**src/hw/rtl/tmp_pkg.sv**
```systemverilog
// Shared types and constants for the trapezoid move planner.
// Used by every module of the block; depends on nothing else.
package tmp_pkg;

    // configuration register indexes
    localparam logic [2:0] CFG_ACCEL0 = 3'd0;
    localparam logic [2:0] CFG_ACCEL1 = 3'd1;
    localparam logic [2:0] CFG_ACCEL2 = 3'd2;
    localparam logic [2:0] CFG_SPEED0 = 3'd3;
    localparam logic [2:0] CFG_SPEED1 = 3'd4;
    localparam logic [2:0] CFG_SPEED2 = 3'd5;

    // result status codes
    localparam logic [1:0] ST_PROFILE  = 2'd0;
    localparam logic [1:0] ST_NOMOVE   = 2'd1;
    localparam logic [1:0] ST_ZEROTIME = 2'd2;
    localparam logic [1:0] ST_PLAN     = 2'd3;

    // drive roles
    localparam logic [1:0] ROLE_AXIS     = 2'd0;
    localparam logic [1:0] ROLE_EXTRUDER = 2'd1;

    // arithmetic unit operations
    localparam logic [1:0] OP_MUL  = 2'd0;
    localparam logic [1:0] OP_DIV  = 2'd1;
    localparam logic [1:0] OP_SQRT = 2'd2;

    localparam logic [26:0] ACCEL_RST = 27'd1000000;
    localparam logic [23:0] SPEED_RST = 24'd300000;

    typedef struct packed {
        logic [2:0][26:0] accel;
        logic [2:0][23:0] speed;
    } t_cfg;

    // classified drive word passed from front to back
    typedef struct packed {
        logic [2:0]  drive;
        logic        axis;
        logic        ext;
        logic [1:0]  rsel;
        logic [30:0] mag;
        logic [31:0] steps;
        logic        keep;
        logic [23:0] feed;
        logic        last;
    } t_item;

    typedef struct packed {
        logic [1:0]  status;
        logic [31:0] accel_clocks;
        logic [31:0] steady_clocks;
        logic [31:0] decel_clocks;
        logic [23:0] top_speed;
        logic [30:0] accel_used;
        logic [30:0] accel_distance;
        logic [30:0] path_length;
        logic [2:0]  plan_drive;
        logic [31:0] plan_steps;
        logic [23:0] plan_rate;
        logic        last_result;
    } t_result;

    typedef struct packed {
        logic        start;
        logic [1:0]  op;
        logic [95:0] a;
        logic [63:0] b;
    } t_ar_req;

    typedef struct packed {
        logic        busy;
        logic        done;
        logic [95:0] res;
    } t_ar_rsp;

endpackage

```
**src/hw/rtl/tmp_arith.sv**
```systemverilog
// Shared bit-serial arithmetic unit: multiply, divide, rounded square root.
// Depends on tmp_pkg.
module tmp_arith import tmp_pkg::*; (
    input  logic    i_clk,
    input  logic    i_rst_n,
    input  t_ar_req i_req,
    output t_ar_rsp o_rsp
);
    logic        r_busy;
    logic        r_done;
    logic [1:0]  r_op;
    logic [6:0]  r_cnt;
    logic [95:0] r_acc;
    logic [95:0] r_x;
    logic [63:0] r_b;
    logic [64:0] r_rem;

    logic [64:0] div_sh;
    logic [64:0] sq_sh;
    logic [64:0] sq_trial;
    logic        rnd_up;

    assign div_sh   = {r_rem[63:0], r_x[95]};
    assign sq_sh    = {r_rem[62:0], r_x[95:94]};
    assign sq_trial = {r_acc[62:0], 2'b01};
    assign rnd_up   = (r_op == OP_SQRT) && ({31'd0, r_rem} > r_acc);

    assign o_rsp.busy = r_busy;
    assign o_rsp.done = r_done;
    assign o_rsp.res  = rnd_up ? r_acc + 96'd1 : r_acc;

    // datapath
    always_ff @(posedge i_clk) begin
        if (i_req.start && !r_busy) begin
            r_op  <= i_req.op;
            r_rem <= '0;
            r_acc <= '0;
            case (i_req.op)
                OP_MUL: begin
                    r_x   <= {32'd0, i_req.a[63:0]};
                    r_b   <= {32'd0, i_req.b[31:0]};
                    r_cnt <= 7'd32;
                end
                OP_DIV: begin
                    r_x   <= i_req.a;
                    r_b   <= i_req.b;
                    r_cnt <= 7'd96;
                end
                default: begin
                    r_x   <= i_req.a;
                    r_b   <= i_req.b;
                    r_cnt <= 7'd48;
                end
            endcase
        end else if (r_busy) begin
            r_cnt <= r_cnt - 7'd1;
            case (r_op)
                OP_MUL: begin
                    if (r_b[0]) begin
                        r_acc <= r_acc + r_x;
                    end
                    r_x <= {r_x[94:0], 1'b0};
                    r_b <= {1'b0, r_b[63:1]};
                end
                OP_DIV: begin
                    r_x <= {r_x[94:0], 1'b0};
                    if (div_sh >= {1'b0, r_b}) begin
                        r_rem <= div_sh - {1'b0, r_b};
                        r_acc <= {r_acc[94:0], 1'b1};
                    end else begin
                        r_rem <= div_sh;
                        r_acc <= {r_acc[94:0], 1'b0};
                    end
                end
                default: begin
                    r_x <= {r_x[93:0], 2'b00};
                    if (sq_sh >= sq_trial) begin
                        r_rem <= sq_sh - sq_trial;
                        r_acc <= {r_acc[94:0], 1'b1};
                    end else begin
                        r_rem <= sq_sh;
                        r_acc <= {r_acc[94:0], 1'b0};
                    end
                end
            endcase
        end
    end

    // control
    always_ff @(posedge i_clk) begin
        if (!i_rst_n) begin
            r_busy <= 1'b0;
            r_done <= 1'b0;
        end else begin
            r_done <= 1'b0;
            if (i_req.start && !r_busy) begin
                r_busy <= 1'b1;
            end else if (r_busy && r_cnt == 7'd1) begin
                r_busy <= 1'b0;
                r_done <= 1'b1;
            end
        end
    end
endmodule

```
**config.mk**
```make
export PLATFORM = sky130hd
export DESIGN_NAME = tmp_arith
export DESIGN_NICKNAME = d
export VERILOG_FILES = /design/src/hw/rtl/tmp_pkg.sv /design/src/hw/rtl/tmp_arith.sv
export SDC_FILE = /design/constraint.sdc
export NUM_CORES = 1
export LEC_CHECK = 0
export BUFFER_PORTS_ARGS = -buffer_cell sky130_fd_sc_hd__buf_2
export CAP_MARGIN = 20
export CORE_ASPECT_RATIO = 1.75
export CORE_UTILIZATION = 25
export CTS_BUF_LIST = sky130_fd_sc_hd__clkbuf_16
export DETAILED_ROUTE_END_ITERATION = 10
export GPL_ROUTABILITY_DRIVEN = 0
export MAX_ROUTING_LAYER = met4
export PLACE_DENSITY = 0.37
export REMOVE_ABC_BUFFERS = 1
export SLEW_MARGIN = 10
export SYNTH_ARGS = -nofsm -noshare
export SYNTH_HDL_FRONTEND = slang
export SYNTH_SLANG_ARGS = --single-unit
export TNS_END_PERCENT = 5
```
**constraint.sdc**
```tcl
create_clock -name i_clk -period 8.1 [get_ports i_clk]
set_clock_uncertainty 0.15 [all_clocks]
set_input_delay 0.81 -clock i_clk [delete_from_list [all_inputs] [get_ports i_clk]]
set_output_delay 0.81 -clock i_clk [all_outputs]
set_load 0.1 [all_outputs]
```
Yosys cells after proc, flatten, opt, wreduce, memory -nomap -nowiden
Cells that the tools add are included.
Word-level totals
  bits of input ports: 165
  logic and storage cells: 59
  output and inout bits: 98
  register bits: 332
Cells by class
  bitwise logic cells: 2
  magnitude comparators: 3
  multiplexer cells: 22
  equality and inequality tests: 5
  $add $sub $neg: 5
  reduce and logical (&&, ||, !) cells: 14
Operators with widths (number)
  2-to-1 mux 96 bit: 6
  2-to-1 mux 64 bit: 4
  case mux 96 bit (2 select lines): 1
  2-to-1 mux 65 bit: 2
  case mux 65 bit (2 select lines): 1
  adder 96 x 1 -> 96 bit (second input constant): 1
  adder 96 bit: 1
  > comparator 65 x 96 -> 1 bit: 1
  >= comparator 65 x 64 -> 1 bit: 1
  >= comparator 65 bit: 1
  subtractor 65 x 64 -> 65 bit: 1
  subtractor 65 bit: 1
  2-to-1 mux 7 bit: 2
  case mux 7 bit (2 select lines): 1
  == test 7 x 1 -> 1 bit (second input constant): 1
  subtractor 7 x 1 -> 7 bit (second input constant): 1
  AND reduction 2 bit: 3
  nonzero test 2 bit: 3
  2-to-1 mux 1 bit: 5
  == test 2 x 1 -> 1 bit (second input constant): 2
  zero test 2 bit: 2
  OR reduction 2 bit: 2
  logical AND 1 bit: 3
  == test 2 bit (second input constant): 1
  3 further kinds: 4

Depth between registers and ports, before layout
Gate-level depths: netlist (run 1).
  depth in word-level cells: 5
  gate-level depth with buffers: 19
  mapped depth without buffers: 15

Worst setup path after synthesis (run 1)
Ideal clock, no wire load.
  kind: flip-flop to output port
  from: register r_acc[39]
  to: output o_rsp[29] in the netlist's numbering
  path slack: 2.432 ns
  cell stages (with the launch flop): 17
  required time: 7.140 ns
  arrival: 4.708 ns
  buffers on the path: 2
  path through: dfxtp_1 inv_1 ha_1 clkbuf_1 nand2_1 o21ai_0 a31oi_1 o21ai_0 a31oi_1 o21ai_0 a41o_1 a221oi_1 nor4_1 and3_1 clkbuf_1 nand3_1 xnor2_1
RTL lines
  from (decl): RTL line tmp_arith.sv:13  | logic [95:0] r_acc;
  from (signal assigned): RTL line tmp_arith.sv:60  | r_acc <= r_acc + r_x;
  from (signal assigned): RTL line tmp_arith.sv:69  | r_acc <= {r_acc[94:0], 1'b1};
  from (signal assigned): RTL line tmp_arith.sv:72  | r_acc <= {r_acc[94:0], 1'b0};
  to (decl): RTL line tmp_arith.sv:7  | output t_ar_rsp o_rsp

==> metrics.txt, run 1 <==
run status complete, no violations; library cells used by synthesis 106; proportion of synthesized flip-flops having asynchronous set or reset 0; antenna violations before repair 6; required time of the critical path 7.14 ns; synthesized netlist cell count 4152; H-tree lvl count 2; layer carrying the most global-route usage met2; reg2reg end r_acc[86]; share of synthesized area occupied by flip-flops and latches 0.264; endpoint arrival time on the critical path 5.65 ns; clock edge transition at the registers on the reported setup and hold paths 0.06 ns; Global Route met3 Usage 0.0235; highest net fanout along the worst path 12; Worst Hold Path EP r_busy; Worst setup SP type register; combined global-route utilization of all metal layers 0.212; total of cells resized after clock tree synthesis 0; cells traversed along the worst timing path inv_1 > ha_1 > a21oi_1 > o21ai_0 > a31oi_1 > o21ai_0 > a31oi_1 > o21ai_0 > a41o_1 > a221oi_1 > nor4_2 > buf_4 > and4_1 > nand2_1 > xnor2_1 > buf_2; worst max-slew margin expressed relative to the limit 0.152; final std cells w/o fill 5902; number of warnings issued by yosys 0; Reg2Reg Launch Point r_acc[0]; Post-route DRC 0; net count of the finished layout 4609; slowest stage cell, crit path and4_1; dominant cell type by count on the critical path o21ai_0; largest net degree at the start of global routing 167; number of logic stages on the critical path including buffering 16; pin slew with the least headroom to its limit 1.26 ns; dominant cell by count in the synthesized netlist nand2_1; standard-cell row count 172; top cell type's share of synthesized area 0.161; worst setup path start r_acc[33]; largest voltage drop on the vdd net 0.000200 V; Top Family by Delay on Critical Path compound AO/OA/AOI/OAI gates; number of buffers created by CTS 44; violation count after the first detailed-route iteration 1717; worst hold start i_rst_n; Final Setup Violations 0; die span in x 271 um; library cell with the largest summed area after synthesis edfxtp_1; Worst Setup Path Type register to output port; ratio of final minimum period to clock period 0.816; peak per-stage delay on the critical path 0.65 ns; RSZ-0062 raised after global routing false; final wirelength 134000 um; top cells by count, synth 475 x nand2_1, 463 x a21oi_1, 411 x o21ai_0, 309 x nor2_1, 232 x clkbuf_1; Routed wire per std cell 22.8 um; first-pass GRT wire length 200000 um; Setup Fix Bufs, Post-CTS 0; post-detailed-route count of antenna-violating nets 0; Slew Limit Fails 0; detailed-route via count 30.7k; global route overflow 0; prevailing post-synth register cell edfxtp_1; effective utilization at floorplan 0.252; crit path time final 6.61 ns; die area 0.128 sq mm; Sink Count 332; detailed-routing iteration count for the pre-antenna-repair pass 6; worst-skew pair later-pin latency 0.63 ns; Lkg Pwr 14.6 nW; Maximum Capacitance Violations 0; top cells by area, synth edfxtp_1 16%, dfxtp_1 10%, ha_1 9.1%; power density over cell area 374 mW/mm^2; category of the worst setup path capture point output port; hold-fix buffer count after cts 0; Setup Slack @ Placement 2.13 ns; final non-filler cell area 0.0354 sq mm; area of the mapped netlist 0.0316 sq mm; dpl hpwl 106000 um; fraction of met2 tracks used by global routing 0.384; number of input and output port buffers inserted 262; PnR worst setup slack 1.49 ns; cell depth of the worst min-delay path 3; kind of path behind the tightest hold check input port to register; GR Util met1 0.231; number of global-route vias before repair 31.8k; flop-to-flop setup slack 2.65 ns; CTS tree done; dpl cell area 0.0340 sq mm; maximum clock frequency 0.151 GHz; buffers from clock root to sink, at most 3; number of enable flip-flop cells after synthesis 169; num ports 263; number of vias per cell after detailed routing 5.20; CORE AREA 0.125 sq mm; clock tree root driver cell clkbuf_16; synthesis-stage register bit count 332; Worst Path Buf+Inv 3; fraction of final layout cells with drive strength greater than 1 0.103; number of placed cells counting well taps 5819; floorplan die height 472 um; core utilization of the finished layout 0.283; Worst Reg2Reg Path Length in Cells 16; layout overhead on the synthesized area 12.3%; final-report hold violation count 0; Post-Syn Area per Cell 7.60 sq um
## worst reg2reg max path, cell delays in order (launching register included)
cell       delay [ns]
dfxtp_1          0.48
ha_1             0.21
inv_1            0.05
fa_1             0.38
nand2b_1         0.21
a21oi_1          0.26
o21ai_1          0.21
a2111oi_2        0.77
o211ai_1         0.43
a21oi_1          0.61
a31o_2           0.35
a31oi_1          0.12
buf_4            0.18
o21ai_2          0.24
a21oi_1          0.16
xor2_1           0.18
a2111oi_1        0.36
## worst max-delay path by stage
stage                     slack (ns)         to
after global routing            1.19  o_rsp[45]
final                           1.49  o_rsp[48]
after floorplan                -2.84  r_rem[26]
after CTS                       1.43  o_rsp[49]
after global placement          1.07  o_rsp[49]
after detailed placement        2.13  o_rsp[49]
## layout make-up
type,instances,area [sq um]
fillers,13913,89800
multi-input cells,3307,21100
flip-flops and latches,332,8340
well taps,1653,2070
repair buffers,307,1680
clock buffers,45,1130
inverters,220,831
clock inverters,37,264
diodes,1,2.50
## power by group
group	internal [W]	switching, W	leakage, nW
logic	0.00296	0.00559	10.8
registers	0.00215	0.000526	3.04
clock network	0.00113	0.000886	0.756
## through the flow
stage | hold WS, ns | setup TNS (ns) | total power, W
6_report | 0.245 | 0 | 0.0132
4_1_cts | 0.198 | 0 | 0.0133
3_3_place_gp | 0.349 | 0 | 0.0113
5_1_grt | 0.259 | 0 | 0.0143
3_5_place_dp | 0.353 | 0 | 0.0112
2_1_floorplan | 0.317 | -319.74 | 0.00869
## metal layers
metal	vias to the layer above	wire, um
met5	-	0
met3	239	4490
met2	678	68900
met4	0	6140
met1	14557	54900
li1	15210	-
## cells in the final DEF (no fill, tap or decap), types with 20 or more instances in the layout
master     instances
o21bai_1          62
o21a_1            22
nor4_1            30
xnor2_1          185
inv_1            238
ha_1             230
o211ai_1          45
a21o_1           117
o21ai_0          411
nor2_1           305
a31oi_1           45
xor2_1            81
buf_4             40
a21oi_1          463
clkbuf_16         45
nor3_1            52
nand4_1           95
nand2b_1          23
dfxtp_1          162
buf_2            264
a211oi_1          63
mux2i_1          110
nand2_1          475
nor2b_1           22
edfxtp_1         169
nand3_1          132
and3_1            43
a311oi_1          20
## flip-flops by register name, indices dropped and copies added, names as in the netlist
signal	count
r_acc	96
r_b	64
r_busy	1
r_cnt	7
r_done	1
r_op	2
r_rem	65
r_x	96
## cell families (layout without fill, tap and decap cells)
| logic type | Yosys count | count (layout) | synth area share |
|---|---|---|---|
| multiplexers | 112 | 112 | 0.0356 |
| AO/OA/AOI/OAI | 1432 | 1432 | 0.281 |
| other | 0 | 1 | 0 |
| AND/OR/NAND/NOR | 1265 | 1265 | 0.184 |
| flip-flops | 332 | 332 | 0.264 |
| buffers and inverters | 513 | 609 | 0.0694 |
| adder cells (fa/ha/maj) | 232 | 232 | 0.0925 |
| XOR/XNOR | 266 | 266 | 0.0738 |
Power figures use the tool's default switching activity.
==> run 2, diff against run 1 <==
clock period = 6.1 ns   (was 8.1 ns; I/O delays follow)
==> run 2 against run 1 <==
Die area stayed put. Core utilization grew 1.1 points. Sequential power increased by 31%. Worst setup slack worse by 1.2 ns. Power increased by 35%. Critical endpoint is now o_rsp[54].
==> metrics.txt, run 2 (synthesis results as in run 1) <==
PnR worst setup slack 0.310 ns (was 1.49 ns); Maximum Capacitance Violations 0 (unchanged); maximum clock frequency 0.173 GHz; Post-route DRC 0 (unchanged); combined global-route utilization of all metal layers 0.208 (was 0.212); final wirelength 132000 um (was 134000 um); H-tree lvl count 2 (unchanged); die area 0.128 sq mm (unchanged); Worst setup SP type register (unchanged); CORE AREA 0.125 sq mm (unchanged); area used by multi-input combinational logic 0.0211 sq mm (about the same); largest net degree at the start of global routing 113 (was 167); highest net fanout along the worst path 12 (unchanged); storage element area 0.00834 sq mm (about the same); effective utilization at floorplan 0.252 (unchanged); global route overflow 0 (unchanged); cell depth of the worst min-delay path 1 (was 3); detailed-route via count 30.7k (about the same); number of vias per cell after detailed routing 5.15 (was 5.20); number of input and output port buffers inserted 262 (unchanged); slowest stage cell, crit path nor4_1 (was and4_1); endpoint arrival time on the critical path 5.03 ns (was 5.65 ns); final std cells w/o fill 5959 (was 5902); antenna violations before repair 3 (was 6); pin slew with the least headroom to its limit 1.03 ns (was 1.26 ns); Setup Slack @ Placement 0.405 ns (was 2.13 ns); Sink Count 332 (unchanged); crit path time final 5.79 ns; Slew Limit Fails 0 (unchanged); kind of path behind the tightest hold check input port to register (unchanged); accumulated negative setup slack 0 ns (unchanged); power density over cell area 486 mW/mm^2 (was 374 mW/mm^2); standard-cell row count 172 (unchanged); CTS tree done (unchanged); number of inserted filler cells in the final layout 13.9k (about the same); fraction of final layout cells with drive strength greater than 1 0.116 (was 0.103); Routed wire per std cell 22.2 um (was 22.8 um); cells traversed along the worst timing path inv_1 > ha_1 > nand2_1 > nor2_1 > nand2_1 > nor4_1 > and3_1 > and4_1 > a221oi_2 > nor4_1 > buf_4 > and4_1 > buf_4 > nand4_1 > xnor2_1 > buf_12 (was inv_1 > ha_1 > a21oi_1 > o21ai_0 > a31oi_1 > o21ai_0 > a31oi_1 > o21ai_0 > a41o_1 > a221oi_1 > nor4_2 > buf_4 > and4_1 > nand2_1 > xnor2_1 > buf_2); num ports 263 (unchanged); WHS 0.0657 ns (was 0.245 ns); detailed-routing iteration count for the pre-antenna-repair pass 5 (was 6); hold-fix buffer count after cts 0 (unchanged); number of placed cells counting well taps 5875 (was 5819); required time of the critical path 5.34 ns (was 7.14 ns); floorplan die height 472 um (unchanged); peak per-stage delay on the critical path 0.62 ns (was 0.65 ns); core utilization of the finished layout 0.294 (was 0.283); clock edge transition at the registers on the reported setup and hold paths 0.06 ns (about the same); post-detailed-route count of antenna-violating nets 0 (unchanged); net count of the finished layout 4664 (was 4609); die span in x 271 um (unchanged); number of global-route vias before repair 31.3k (was 31.8k); commonest non-fill, non-tap cell in the layout nand2_1 (unchanged); clock tree root driver cell clkbuf_16 (unchanged); largest voltage drop on the vdd net 0.000282 V (was 0.000200 V); run status complete, no violations (unchanged); buffers from clock root to sink, at most 3 (unchanged); violation count after the first detailed-route iteration 1616 (was 1717); layout overhead on the synthesized area 16.6% (was 12.3%); first-pass GRT wire length 197000 um (was 200000 um); category of the worst setup path capture point output port (unchanged); commonest cells after routing, fill and taps aside 475 x nand2_1, 463 x a21oi_1, 410 x o21ai_0 (was 475 x nand2_1, 463 x a21oi_1, 411 x o21ai_0); worst max-slew margin expressed relative to the limit 0.309 (was 0.152); Worst Reg2Reg Path Length in Cells 15 (was 16); ratio of final minimum period to clock period 0.949; RSZ-0062 raised after global routing false (unchanged); Lkg Pwr 15.1 nW (was 14.6 nW); Final Setup Violations 0 (unchanged); number of logic stages on the critical path including buffering 16 (unchanged); dpl hpwl 106000 um (about the same); final-report hold violation count 0 (unchanged); number of buffers created by CTS 42 (was 44); worst-skew pair later-pin latency 0.62 ns (was 0.63 ns); Worst Path Buf+Inv 4 (was 3); Top Family by Delay on Critical Path simple AND/OR/NAND/NOR gates (was compound AO/OA/AOI/OAI gates); largest registers r_acc x96, r_x x96, r_rem x65 (unchanged); Worst Setup Path Type register to output port (unchanged)
[run 2: cell count changes in the layout (fill, tap and decap cells not counted), sizes merged]
| cell | previous run | this run |
|---|---|---|
| buf | 307 | 364 |
| clkinvlp | 1 | 3 |
| diode | 1 | 6 |
| clkinv | 9 | 12 |
| bufinv | 4 | 3 |
| inv | 243 | 235 |
| clkbuf | 45 | 44 |
[run 2: per-layer routing]
layer	wire, um	global-route usage
met3	4370	0.0243
met5	0	-
met2	67400	0.374
met4	5860	0.0834
met1	54700	0.232
[run 2: metrics by stage]
step           power, W  cell area, sq um
2_1_floorplan    0.0115             30200
3_3_place_gp     0.0154             35400
3_5_place_dp     0.0153             35400
4_1_cts          0.0180             36700
5_1_grt          0.0192             36800
6_report         0.0179             36800
[run 2: layout make-up]
type | count | share of cell area
Inverter | 220 | 0.0226
Clock buffer | 44 | 0.0299
Antenna cell | 6 | 0.000408
Tap cell | 1653 | 0.0562
Sequential cell | 332 | 0.227
Clock inverter | 33 | 0.00674
Timing Repair Buffer | 364 | 0.0827
Multi-Input combinational cell | 3307 | 0.575
[run 2: worst paths after layout]
check,from,endpoint,slack (ns)
worst max-delay path,r_acc[38],o_rsp[54],0.31
worst min-delay path,i_req[160],r_op[0],0.07
worst max register to register,r_acc[5],r_acc[86],0.99
worst min register to register,r_acc[11],r_acc[11],0.38
[run 2: where the power goes]
| group | leakage (nW) | internal [W] | switching (W) |
|---|---|---|---|
| Sequential | 3.04 | 0.00285 | 0.000668 |
| Combinational | 11.4 | 0.00428 | 0.00750 |
| Clock | 0.706 | 0.00144 | 0.00115 |
[run 2: repair_timing]
item	in CTS	in global routing
endpoints found under the setup margin	37	24
pin swaps	0	0
gates resized for setup	3	3
setup buffers	0	0
[run 2: worst register-to-register path: stages, from the launching register on]
cell and delay [ns]:
dfxtp_1 0.33, buf_4 0.16, ha_1 0.35, a21o_1 0.21, or3_1 0.32, o21ai_1 0.29
a2111oi_2 0.12, buf_4 0.18, o211ai_1 0.52, a21oi_1 0.30, a31o_2 0.38, a31oi_1 0.60
o21ai_2 0.19, a21oi_1 0.36, xor2_1 0.13, a2111oi_1 0.39
==> run 3, diff against run 2 <==
PLACE_DENSITY = 0.38   (was 0.37)
clock period = 4.9 ns   (was 6.1 ns; I/O delays follow)
==> run 3 against run 2 <==
Worst setup slack lost 0.16 ns. Critical path type unchanged. Power is 33% higher. Sequential power is 24% higher. Largest cell class unchanged. Critical endpoint is now o_rsp[44]. Critical path depth stayed put. Cell count grew 3.9%. Global-route usage rose by 0.18 points.
==> metrics.txt, run 3 (synthesis results as in run 1) <==
run status complete, no violations (unchanged); PnR worst setup slack 0.153 ns (was 0.310 ns); capture point of the critical path o_rsp[44] (was o_rsp[54]); detailed-route via count 31.4k (was 30.7k); CTS tree done (unchanged); clock edge transition at the registers on the reported setup and hold paths 0.06 ns (about the same); H-tree lvl count 2 (unchanged); power density over cell area 599 mW/mm^2 (was 486 mW/mm^2); RSZ-0062 raised after global routing true (was false); area used by multi-input combinational logic 0.0217 sq mm (was 0.0211 sq mm); num ports 263 (unchanged); cells traversed along the worst timing path inv_2 > ha_2 > and3_1 > nand2_1 > o21ai_0 > a221o_1 > a41o_4 > a221oi_4 > nor4_2 > buf_4 > and4_1 > buf_12 > nand3_1 > xnor2_1 > buf_4 > buf_12 (was inv_1 > ha_1 > nand2_1 > nor2_1 > nand2_1 > nor4_1 > and3_1 > and4_1 > a221oi_2 > nor4_1 > buf_4 > and4_1 > buf_4 > nand4_1 > xnor2_1 > buf_12); category of the worst setup path capture point output port (unchanged); number of placed cells counting well taps 6021 (was 5875); highest net fanout along the worst path 12 (unchanged); antenna violations before repair 1 (was 3); die area 0.128 sq mm (unchanged); post-detailed-route count of antenna-violating nets 0 (unchanged); worst max-slew margin expressed relative to the limit 0.331 (was 0.309); die span in x 271 um (unchanged); Setup Slack @ Placement -0.0678 ns (was 0.405 ns); kind of path behind the tightest hold check input port to register (unchanged); Post-route DRC 0 (unchanged); Maximum Capacitance Violations 0 (unchanged); Worst Reg2Reg Path Length in Cells 17 (was 15); flop-to-flop setup slack 0.25 ns (was 0.99 ns); worst hold start i_req[129] (was i_req[160]); floorplan die height 472 um (unchanged); final wirelength 133000 um (was 132000 um); Worst Path Buf+Inv 5 (was 4); global route overflow 0 (unchanged); violation count after the first detailed-route iteration 1669 (was 1616); storage element area 0.00840 sq mm (was 0.00834 sq mm); Reg2Reg Launch Point r_rem[38] (was r_acc[5]); largest registers r_acc x96, r_x x96, r_rem x65 (unchanged); commonest non-fill, non-tap cell in the layout nand2_1 (unchanged); number of logic stages on the critical path including buffering 16 (unchanged); Worst Setup Path Type register to output port (unchanged); worst setup path start r_acc[59] (was r_acc[38]); number of inserted filler cells in the final layout 13.7k (was 13.9k); standard-cell row count 172 (unchanged); Lkg Pwr 16.4 nW (was 15.1 nW); reg2reg end r_rem[26] (was r_acc[86]); final-report hold violation count 0 (unchanged); combined global-route utilization of all metal layers 0.210 (was 0.208); maximum clock frequency 0.211 GHz; CORE AREA 0.125 sq mm (unchanged); largest voltage drop on the vdd net 0.000328 V (was 0.000282 V); endpoint arrival time on the critical path 4.11 ns (was 5.03 ns); clock tree root driver cell clkbuf_16 (unchanged); first-pass GRT wire length 200000 um (was 197000 um); required time of the critical path 4.26 ns (was 5.34 ns); detailed-routing iteration count for the pre-antenna-repair pass 7 (was 5); slowest stage cell, crit path a221o_1 (was nor4_1); ratio of final minimum period to clock period 0.969; layout overhead on the synthesized area 25.5% (was 16.6%); peak per-stage delay on the critical path 0.42 ns (was 0.62 ns); worst-skew pair later-pin latency 0.62 ns (about the same); Top Family by Delay on Critical Path compound AO/OA/AOI/OAI gates (was simple AND/OR/NAND/NOR gates); final std cells w/o fill 6191 (was 5959); net count of the finished layout 4901 (was 4664); commonest cells after routing, fill and taps aside 472 x nand2_1, 452 x a21oi_1, 403 x o21ai_0 (was 475 x nand2_1, 463 x a21oi_1, 410 x o21ai_0); number of buffers created by CTS 41 (was 42); Routed wire per std cell 21.5 um (was 22.2 um); buffers from clock root to sink, at most 3 (unchanged); Sink Count 332 (unchanged); number of global-route vias before repair 32.5k (was 31.3k); effective utilization at floorplan 0.252 (unchanged); crit path time final 4.75 ns; Slew Limit Fails 0 (unchanged); largest net degree at the start of global routing 113 (unchanged); dpl hpwl 107000 um (was 106000 um); fraction of final layout cells with drive strength greater than 1 0.175 (was 0.116); pin slew with the least headroom to its limit 1.00 ns (was 1.03 ns); Final Setup Violations 0 (unchanged); Worst setup SP type register (unchanged); number of input and output port buffers inserted 262 (unchanged); number of vias per cell after detailed routing 5.08 (was 5.15)
[run 3: cell types whose count changed in the layout (fill, tap and decap cells not counted), sizes merged]
cell / delta
dlygate4sd3: +79
clkinv: +3
inv: -2
clkbuf: +1
diode: -5
buf: +159
clkinvlp: -2
bufinv: -1
[run 3: layout make-up]
class / instances / share of cell area
antenna: 1 / 0.0000632
clock buffer: 45 / 0.0284
clock inverter: 31 / 0.00493
inverter: 220 / 0.0211
multi-input combinational: 3307 / 0.549
sequential: 332 / 0.212
tap: 1653 / 0.0522
timing repair buffer: 602 / 0.132
[run 3: report_power, final]
group | switching, W | internal, W
logic | 0.00975 | 0.00644
registers | 0.000775 | 0.00357
clock network | 0.00142 | 0.00176
total | 0.0119 | 0.0118
[run 3: repair_timing]
| item | 4_1_cts | 5_1_grt |
|---|---|---|
| buffers inserted | 5 | 9 |
| gates resized for setup | 107 | 76 |
| pin swaps | 10 | 20 |
| cloned | 0 | 0 |
| hold endpoints to repair | 80 | 0 |
| setup endpoints to repair | 66 | 64 |
| hold buffers | 79 | 0 |
[run 3: how the worst min path moves through the flow]
stage,endpoint,slack [ns],cells after the start
6_report,r_x[65],0.03,3
5_1_grt,r_x[61],0.02,3
4_1_cts,r_b[37],0.001,3
2_1_floorplan,r_rem[58],0.32,2
3_5_place_dp,r_acc[53],0.36,2
3_3_place_gp,r_acc[11],0.35,2
[run 3: stage by stage]
stage	setup TNS, ns	instance area, sq um	util	hold slack [ns]	total power, W
floorplan	-1454.97	30200	-	0.317	0.0144
global placement	-0.127	36700	0.293	0.348	0.0200
detailed placement	-0.149	36700	0.293	0.364	0.0200
CTS	-0.0357	39200	0.313	0.00135	0.0236
global route	-0.110	39600	0.316	0.0237	0.0255
finish	0	39600	0.316	0.0295	0.0237
[run 3: worst reg2reg max path, stage by stage, from the launching register on]
cell       delay, ns
dfxtp_1         0.41
ha_1            0.35
nand4_1         0.17
or2_2           0.35
nor3_1          0.30
buf_4           0.20
or3b_2          0.57
o22ai_1         0.44
a2111oi_0       0.14
buf_4           0.19
o41ai_1         0.10
buf_4           0.21
a41oi_4         0.04
buf_12          0.20
buf_4           0.20
and3_1          0.16
a221oi_1        0.25
o31ai_1         0.12
[run 3: layer usage]
metal / wire length [um] / track usage / vias up
met5: 0 / - / -
met4: 5800 / 0.0854 / 0
met3: 3700 / 0.0183 / 214
met2: 68700 / 0.381 / 655
met1: 55100 / 0.234 / 14779
li1: - / - / 15786
